### config.mk
export PLATFORM = sky130hd
export DESIGN_NAME = debounced_power_toggle_monitor
export DESIGN_NICKNAME = d
export VERILOG_FILES = /design/src/rtl/core/dptm_pkg.sv /design/src/rtl/core/dptm_cfg_regs.sv /design/src/rtl/core/dptm_core.sv /design/src/rtl/core/debounced_power_toggle_monitor.sv
export SDC_FILE = /design/constraint.sdc
export NUM_CORES = 1
export LEC_CHECK = 0
export BUFFER_PORTS_ARGS = -buffer_cell sky130_fd_sc_hd__clkbuf_2
export CORE_MARGIN = 2
export CORE_UTILIZATION = 45
export DETAILED_ROUTE_END_ITERATION = 12
export HOLD_SLACK_MARGIN = 0.08
export PLACE_DENSITY = 0.6
export SYNTH_ARGS = -nofsm -noshare
export SYNTH_HDL_FRONTEND = slang
export SYNTH_SLANG_ARGS = --single-unit
### constraint.sdc
create_clock -name clk -period 13.1 [get_ports clk]
set_clock_uncertainty 0.05 [all_clocks]
set_input_delay 0 -clock clk [delete_from_list [all_inputs] [get_ports clk]]
set_output_delay 0 -clock clk [all_outputs]
set_load 0.02 [all_outputs]
### src/rtl/core/dptm_pkg.sv
package dptm_pkg;

	localparam int unsigned CntW = 16;
	localparam int unsigned SmpW = 16;
	localparam int unsigned AddrW = 4;
	localparam int unsigned DataW = 32;

	localparam logic [CntW-1:0] DebounceRst = 16'd50;
	localparam logic [CntW-1:0] OnDelayRst = 16'd100;
	localparam logic [CntW-1:0] AdcDelayRst = 16'd50;
	localparam logic [CntW-1:0] ThresholdRst = 16'd52428;

	typedef enum logic [1:0] {
		REG_DEBOUNCE  = 2'd0,
		REG_ON_DELAY  = 2'd1,
		REG_ADC_DELAY = 2'd2,
		REG_THRESHOLD = 2'd3
	} reg_idx_t;

	typedef enum logic {
		FUNC_TICK   = 1'b0,
		FUNC_SAMPLE = 1'b1
	} func_t;

	typedef struct packed {
		logic [CntW-1:0] debounce_count;
		logic [CntW-1:0] on_delay;
		logic [CntW-1:0] adc_delay;
		logic [SmpW-1:0] overload_threshold;
	} cfg_t;

	typedef struct packed {
		logic [SmpW-1:0] vdd_sample;
		logic            adc_busy;
		logic            button_level;
		func_t           func;
	} item_t;

	// power_state sits in bit 0
	typedef struct packed {
		logic off_notify;
		logic ready_notify;
		logic start_conversion;
		logic supply_off_now;
		logic supply_off_deferred;
		logic supply_enable_now;
		logic power_state;
	} result_t;

endpackage

### src/rtl/core/dptm_cfg_regs.sv
module dptm_cfg_regs (
	input  logic                         clk,
	input  logic                         arst_n,
	input  logic                         psel,
	input  logic                         penable,
	input  logic                         pwrite,
	input  logic [dptm_pkg::AddrW-1:0]   paddr,
	input  logic [dptm_pkg::DataW-1:0]   pwdata,
	output logic [dptm_pkg::DataW-1:0]   prdata,
	output logic                         pready,
	output dptm_pkg::cfg_t               cfg
);
	import dptm_pkg::*;

	cfg_t     cfg_q;
	reg_idx_t idx;
	logic     wr_en;

	assign pready = 1'b1;
	assign idx    = reg_idx_t'(paddr[AddrW-1:2]);
	assign wr_en  = psel && penable && pwrite && pready;
	assign cfg    = cfg_q;

	always_ff @(posedge clk or negedge arst_n) begin
		if (!arst_n) begin
			cfg_q.debounce_count     <= DebounceRst;
			cfg_q.on_delay           <= OnDelayRst;
			cfg_q.adc_delay          <= AdcDelayRst;
			cfg_q.overload_threshold <= ThresholdRst;
		end else if (wr_en && paddr[1:0] == 2'b00) begin
			unique case (idx)
				REG_DEBOUNCE:  cfg_q.debounce_count     <= pwdata[CntW-1:0];
				REG_ON_DELAY:  cfg_q.on_delay           <= pwdata[CntW-1:0];
				REG_ADC_DELAY: cfg_q.adc_delay          <= pwdata[CntW-1:0];
				REG_THRESHOLD: cfg_q.overload_threshold <= pwdata[SmpW-1:0];
				default: ;
			endcase
		end
	end

	always_comb begin
		prdata = '0;
		unique case (idx)
			REG_DEBOUNCE:  prdata = {{(DataW-CntW){1'b0}}, cfg_q.debounce_count};
			REG_ON_DELAY:  prdata = {{(DataW-CntW){1'b0}}, cfg_q.on_delay};
			REG_ADC_DELAY: prdata = {{(DataW-CntW){1'b0}}, cfg_q.adc_delay};
			REG_THRESHOLD: prdata = {{(DataW-SmpW){1'b0}}, cfg_q.overload_threshold};
			default:       prdata = '0;
		endcase
	end

endmodule

### src/rtl/core/dptm_core.sv
module dptm_core (
	input  logic               clk,
	input  logic               arst_n,
	input  logic               step_en,
	input  dptm_pkg::item_t    item,
	input  dptm_pkg::cfg_t     cfg,
	output dptm_pkg::result_t  res
);
	import dptm_pkg::*;

	logic            last_level_q;
	logic [CntW-1:0] stable_ticks_q;
	logic [CntW-1:0] recovery_ticks_q;
	logic            powered_q;

	logic            last_level_d;
	logic [CntW-1:0] stable_ticks_d;
	logic [CntW-1:0] recovery_ticks_d;
	logic            powered_d;

	logic [CntW-1:0] rec_dec;
	logic [CntW-1:0] limit;
	logic [CntW-1:0] stable_inc;
	logic [CntW-1:0] gap;
	logic            toggle;

	always_comb begin
		last_level_d     = last_level_q;
		stable_ticks_d   = stable_ticks_q;
		recovery_ticks_d = recovery_ticks_q;
		powered_d        = powered_q;
		res              = '0;

		rec_dec    = (recovery_ticks_q != '0) ? recovery_ticks_q - 1'b1 : recovery_ticks_q;
		limit      = (cfg.debounce_count == '1) ? cfg.debounce_count
			: cfg.debounce_count + 1'b1;
		stable_inc = (stable_ticks_q < limit) ? stable_ticks_q + 1'b1 : stable_ticks_q;
		gap        = (cfg.on_delay > cfg.adc_delay) ? cfg.on_delay - cfg.adc_delay : '0;
		toggle     = (stable_inc == cfg.debounce_count) && item.button_level;

		if (item.func == FUNC_TICK) begin
			recovery_ticks_d = rec_dec;
			if (item.button_level != last_level_q) begin
				stable_ticks_d = '0;
				last_level_d   = item.button_level;
			end else begin
				stable_ticks_d = stable_inc;
				if (toggle) begin
					powered_d = !powered_q;
					if (!powered_q) begin
						res.supply_enable_now = 1'b1;
						recovery_ticks_d      = cfg.on_delay;
					end else begin
						res.off_notify          = 1'b1;
						res.supply_off_deferred = 1'b1;
					end
				end
				res.start_conversion = (recovery_ticks_d <= gap) && powered_d && !item.adc_busy;
				res.ready_notify     = (recovery_ticks_d == CntW'(1));
			end
		end else begin
			if (powered_q && item.vdd_sample < cfg.overload_threshold) begin
				res.off_notify     = 1'b1;
				res.supply_off_now = 1'b1;
				powered_d          = 1'b0;
			end
		end
		res.power_state = powered_d;
	end

	always_ff @(posedge clk or negedge arst_n) begin
		if (!arst_n) begin
			last_level_q     <= 1'b0;
			stable_ticks_q   <= '0;
			recovery_ticks_q <= '0;
			powered_q        <= 1'b0;
		end else if (step_en) begin
			last_level_q     <= last_level_d;
			stable_ticks_q   <= stable_ticks_d;
			recovery_ticks_q <= recovery_ticks_d;
			powered_q        <= powered_d;
		end
	end

endmodule

### src/rtl/core/debounced_power_toggle_monitor.sv
// Push-button power switch with supply overload cut. Each input beat is a poll tick
// (tuser 0: button level and converter busy flag) or a supply sample (tuser 1), and
// each beat yields exactly one result beat of event flags. A beat is registered on
// entry, evaluated combinationally against the switch state and held in an output
// register, so the block takes one beat per cycle while the result side accepts;
// the output register is the only thing that stalls the input when the result
// side holds off. Registers: 0x0 debounce count, 0x4 on delay, 0x8 adc delay,
// 0xC overload threshold, all 16 bits; write them only while the block is idle.
module debounced_power_toggle_monitor (
	input  logic                       clk,
	input  logic                       arst_n,
	input  logic                       psel,
	input  logic                       penable,
	input  logic                       pwrite,
	input  logic [dptm_pkg::AddrW-1:0] paddr,
	input  logic [dptm_pkg::DataW-1:0] pwdata,
	output logic [dptm_pkg::DataW-1:0] prdata,
	output logic                       pready,
	input  logic                       s_tvalid,
	output logic                       s_tready,
	input  logic [23:0]                s_tdata,  // button_level, adc_busy, vdd_sample[15:0]
	input  logic                       s_tuser,  // func
	output logic                       m_tvalid,
	input  logic                       m_tready,
	output logic [7:0]                 m_tdata   // power_state, supply_enable_now,
	                                             // supply_off_deferred, supply_off_now,
	                                             // start_conversion, ready_notify,
	                                             // off_notify
);
	import dptm_pkg::*;

	cfg_t    cfg;
	item_t   item_s1;
	logic    valid_s1;
	result_t res;
	result_t res_s2;
	logic    valid_s2;
	logic    advance;

	assign advance  = !valid_s2 || m_tready;
	assign s_tready = !valid_s1 || advance;
	assign m_tvalid = valid_s2;
	assign m_tdata  = {1'b0, res_s2};

	dptm_cfg_regs u_cfg (
		.clk     (clk),
		.arst_n  (arst_n),
		.psel    (psel),
		.penable (penable),
		.pwrite  (pwrite),
		.paddr   (paddr),
		.pwdata  (pwdata),
		.prdata  (prdata),
		.pready  (pready),
		.cfg     (cfg)
	);

	dptm_core u_core (
		.clk     (clk),
		.arst_n  (arst_n),
		.step_en (valid_s1 && advance),
		.item    (item_s1),
		.cfg     (cfg),
		.res     (res)
	);

	always_ff @(posedge clk or negedge arst_n) begin
		if (!arst_n) begin
			valid_s1 <= 1'b0;
		end else if (s_tready) begin
			valid_s1 <= s_tvalid;
		end
	end

	always_ff @(posedge clk) begin
		if (s_tready && s_tvalid) begin
			item_s1.func         <= func_t'(s_tuser);
			item_s1.button_level <= s_tdata[0];
			item_s1.adc_busy     <= s_tdata[1];
			item_s1.vdd_sample   <= s_tdata[SmpW+1:2];
		end
	end

	always_ff @(posedge clk or negedge arst_n) begin
		if (!arst_n) begin
			valid_s2 <= 1'b0;
		end else if (advance) begin
			valid_s2 <= valid_s1;
		end
	end

	always_ff @(posedge clk) begin
		if (advance && valid_s1) begin
			res_s2 <= res;
		end
	end

endmodule

==> results.py <==
metrics = {
    "status": {
        "outcome": "complete, no violations",
    },
    "global_routing": {
        "grt_usage_pct": 23.7,
        "grt_max_degree": 68,
        "first_global_vias": 7494,
        "grt_pass1_wl_um": 40300,
        "grt_overflow": 0,
        "antenna_found_initial": 0,
    },
    "die": {
        "ios": 111,
        "rows": 52,
        "start_util_pct": 45.7,
        "die_y_um": 147,
        "die-area_um2": 21600,
        "die_x_um": 147,
        "core_area_um2": 20200,
    },
    "finish": {
        "fin_cells": 1332,
        "fin_nets": 1185,
        "drive_above_1_share_pct": 20.2,
        "postLayoutCellArea_um2": 10800,
        "num_antenna_cells": 0,
        "syn_to_final_growth_pct": 16.9,
    },
    "routing": {
        "wl_per_cell_um": 18.6,
        "vias": 7571,
        "vias_per_cell": 5.68,
        "drt_iter0_drc": 413,
        "drtPass1Iterations": 5,
        "antenna_left": 0,
        "wl_um": 24700,
        "route.detailed.drc": 0,
    },
    "placement": {
        "gp_congestion": 0.867,
        "dpl_cell_area_um2": 9710,
        "numPortBuffers": 70,
        "dpl.hpwl_um": 18400,
        "placed_cells": 1259,
    },
    "critical_path": {
        "path_common_cell": "o21a_1",
        "reg2reg_to": "m_tdata[4]",
        "r2r_slack_ns": 4.92,
        "end_kind": "register",
        "cp_slowest_cell": "o211ai_2",
        "cpPeakStageDelay_ns": 0.70,
        "cp_max_fo": 19,
        "crit_required_ns": 13.25,
        "worst-setup-path-type": "register to register",
        "arrival_ns": 8.33,
        "reg2reg_depth": 31,
        "startpoint_type": "register",
        "reg2reg_from": "u_cfg.cfg[48]",
    },
    "yosys": {
        "syn-cell-area_um2": 9210,
        "synthFlopType": "dfrtp_1",
        "ys_ff_latch": 126,
        "seq_area_frac_synth_pct": 35.9,
        "syn_inst": 956,
        "yosys.area.top_type_share_pct": 22.5,
        "synthArstFlopShare_pct": 79.4,
        "synthTopCellsByArea": "dfrtp_1 (23%), ha_1 (9.1%), edfxtp_1 (8.5%)",
        "synth_edf_count": 26,
        "ys_warn_count": 0,
        "yosysTopAreaCell": "dfrtp_1",
        "ys_types": 75,
        "avgSynthCellArea_um2": 9.64,
    },
    "clocking": {
        "htree_levels": 4,
        "numCtsBuffers": 17,
        "cts-root-buf": "clkbuf_16",
        "cts.sinks": 126,
        "path_clk_slew_ns": 0.07,
        "worstSkewPairLatency_ns": 0.44,
        "clock_path_buffers": 2,
        "cts_tree": "done",
        "post_cts_resized": 0,
    },
    "power": {
        "power_density_nw_per_um2": 143,
        "leakage_nw": 4.65,
        "ir_worst_vdd_v": 0.0000795,
    },
    "sta": {
        "setup-violations-final": 0,
        "final_max_slew_viol_count": 0,
        "slew_headroom_pct": 22.8,
        "clock.fmax_ghz": 0.122,
        "worst_pin_slew_ns": 1.15,
        "fin_setup_tns_ns": 0,
        "grt_setup_unrepaired": "no",
        "min_period_ns": 8.18,
        "period_share_pct": 62.4,
        "finalHoldViolCount": 0,
    },
    "job": {
        "cap_violations": 0,
    },
    "min_path": {
        "hp-class": "input port to asynchronous set/reset pin",
    },
}
[cells by family (layout without fill, tap and decap cells)]
logic type | count (synthesis) | count (layout) | synth area share (%)
AOI/OAI and AO/OA | 194 | 194 | 14.1
xor gates and xnor gates | 63 | 63 | 5.99
adders and majority gates | 68 | 68 | 9.32
buffers and inverters | 108 | 198 | 5.38
DFF | 126 | 126 | 35.9
muxes | 75 | 75 | 11.3
other | 2 | 18 | 0.0815
and+or+nand+nor | 320 | 320 | 18.0
[worst max-delay path: cells and delay by family, from the launching register on]
family / cells / cell delay (ns)
adders and majority gates: 3 / 0.93
and+or+nand+nor: 12 / 2.44
AOI/OAI and AO/OA: 15 / 3.97
xor gates and xnor gates: 1 / 0.11
DFF: 1 / 0.45
[layer usage]
layer,vias to the layer above,share of wire [%],track usage (%)
met5,-,0,0
met4,0,2.9,9.47
met3,38,5.2,3.73
met2,227,47,38.9
met1,3651,45,31.6
li1,3655,-,-
[flip-flops by register name (all words and copies together), names as in the netlist]
signal / cells
item_s1: 19
m_tdata: 7
u_core.last_level_q: 1
valid_s1: 1
u_core.recovery_ticks_q: 16
u_core.stable_ticks_q: 16
u_cfg.cfg: 64
m_tvalid: 1
u_core.powered_q: 1
[cell usage in the layout, fill, tap and decap left out, types with 18 or more instances in the layout]
master,synthesis,routed
conb_1,2,18
edfxtp_1,26,26
nor3_1,33,33
clkbuf_2,1,69
mux2_2,48,48
dfrtp_1,83,83
nor2_1,53,53
xnor2_1,47,47
inv_1,47,47
o21ai_0,69,69
ha_1,67,67
dlygate4sd3_1,0,40
nand3_1,27,27
a21oi_1,33,33
nand2_1,102,102
nand4_1,22,22
[synth_stat cells, types with 4 or more instances]
| cell | n |
|---|---|
| nand4_1 | 22 |
| nor4b_1 | 4 |
| xor2_1 | 16 |
| mux4_2 | 16 |
| nor3_1 | 33 |
| clkbuf_1 | 29 |
| buf_4 | 19 |
| o41ai_1 | 4 |
| o31ai_1 | 7 |
| buf_2 | 8 |
| o21ai_0 | 69 |
| and3_1 | 8 |
| nor4_1 | 12 |
| nand2b_1 | 12 |
| nand2_1 | 102 |
| dfrtp_1 | 83 |
| dfstp_2 | 17 |
| nor2b_1 | 12 |
| a21oi_1 | 33 |
| mux2i_1 | 5 |
| ha_1 | 67 |
| or3_1 | 9 |
| nor2_1 | 53 |
| mux2_2 | 48 |
| mux2_4 | 6 |
| o211ai_1 | 5 |
| a221o_1 | 5 |
| nand3_1 | 27 |
| o21a_1 | 8 |
| a21o_1 | 15 |
| edfxtp_1 | 26 |
| and2_1 | 5 |
| a31oi_1 | 7 |
| inv_1 | 47 |
| xnor2_1 | 47 |
| o211a_1 | 4 |
[worst max path at each step]
| stage | start | end | slack, ns | depth (start not counted) |
|---|---|---|---|---|
| floorplan | u_cfg.cfg[48] | m_tdata[4] | 6.44 | 32 |
| global placement | u_cfg.cfg[48] | m_tdata[4] | 5.01 | 31 |
| detailed placement | u_cfg.cfg[48] | m_tdata[4] | 4.97 | 31 |
| CTS | u_cfg.cfg[48] | m_tdata[4] | 4.89 | 31 |
| global route | u_cfg.cfg[48] | m_tdata[4] | 4.35 | 31 |
| finish | u_cfg.cfg[48] | m_tdata[4] | 4.92 | 31 |
[metrics by stage]
step | util (%) | worst slack, ns | total power (W) | hold WS, ns
floorplan | - | 6.44 | 0.000884 | -0.346
global placement | 48.2 | 5.01 | 0.00101 | -0.0589
detailed placement | 48.2 | 4.97 | 0.00102 | -0.0686
CTS | 53.4 | 4.89 | 0.00155 | 0.0900
global route | 53.4 | 4.35 | 0.00163 | 0.110
finish | 53.4 | 4.92 | 0.00154 | 0.0820
[layout make-up]
cell class / instances / area (um^2)
Clock buffer: 18 / 439
Clock inverter: 14 / 195
Fill cell: 1865 / 9400
Inverter: 47 / 176
Multi-Input combinational cell: 738 / 5480
Sequential cell: 126 / 3300
Tap cell: 270 / 338
Timing Repair Buffer: 119 / 833
[what timing repair did]
action                                 CTS  global route
endpoints found under the hold margin  119             0
buffers inserted                         0             0
hold buffers                            41             0
[power by group]
part           switching (W)  internal (W)
logic               0.000270      0.000220
registers          0.0000762      0.000460
clock network       0.000206      0.000313
total               0.000552      0.000992
(Power assumes the default switching activity.)
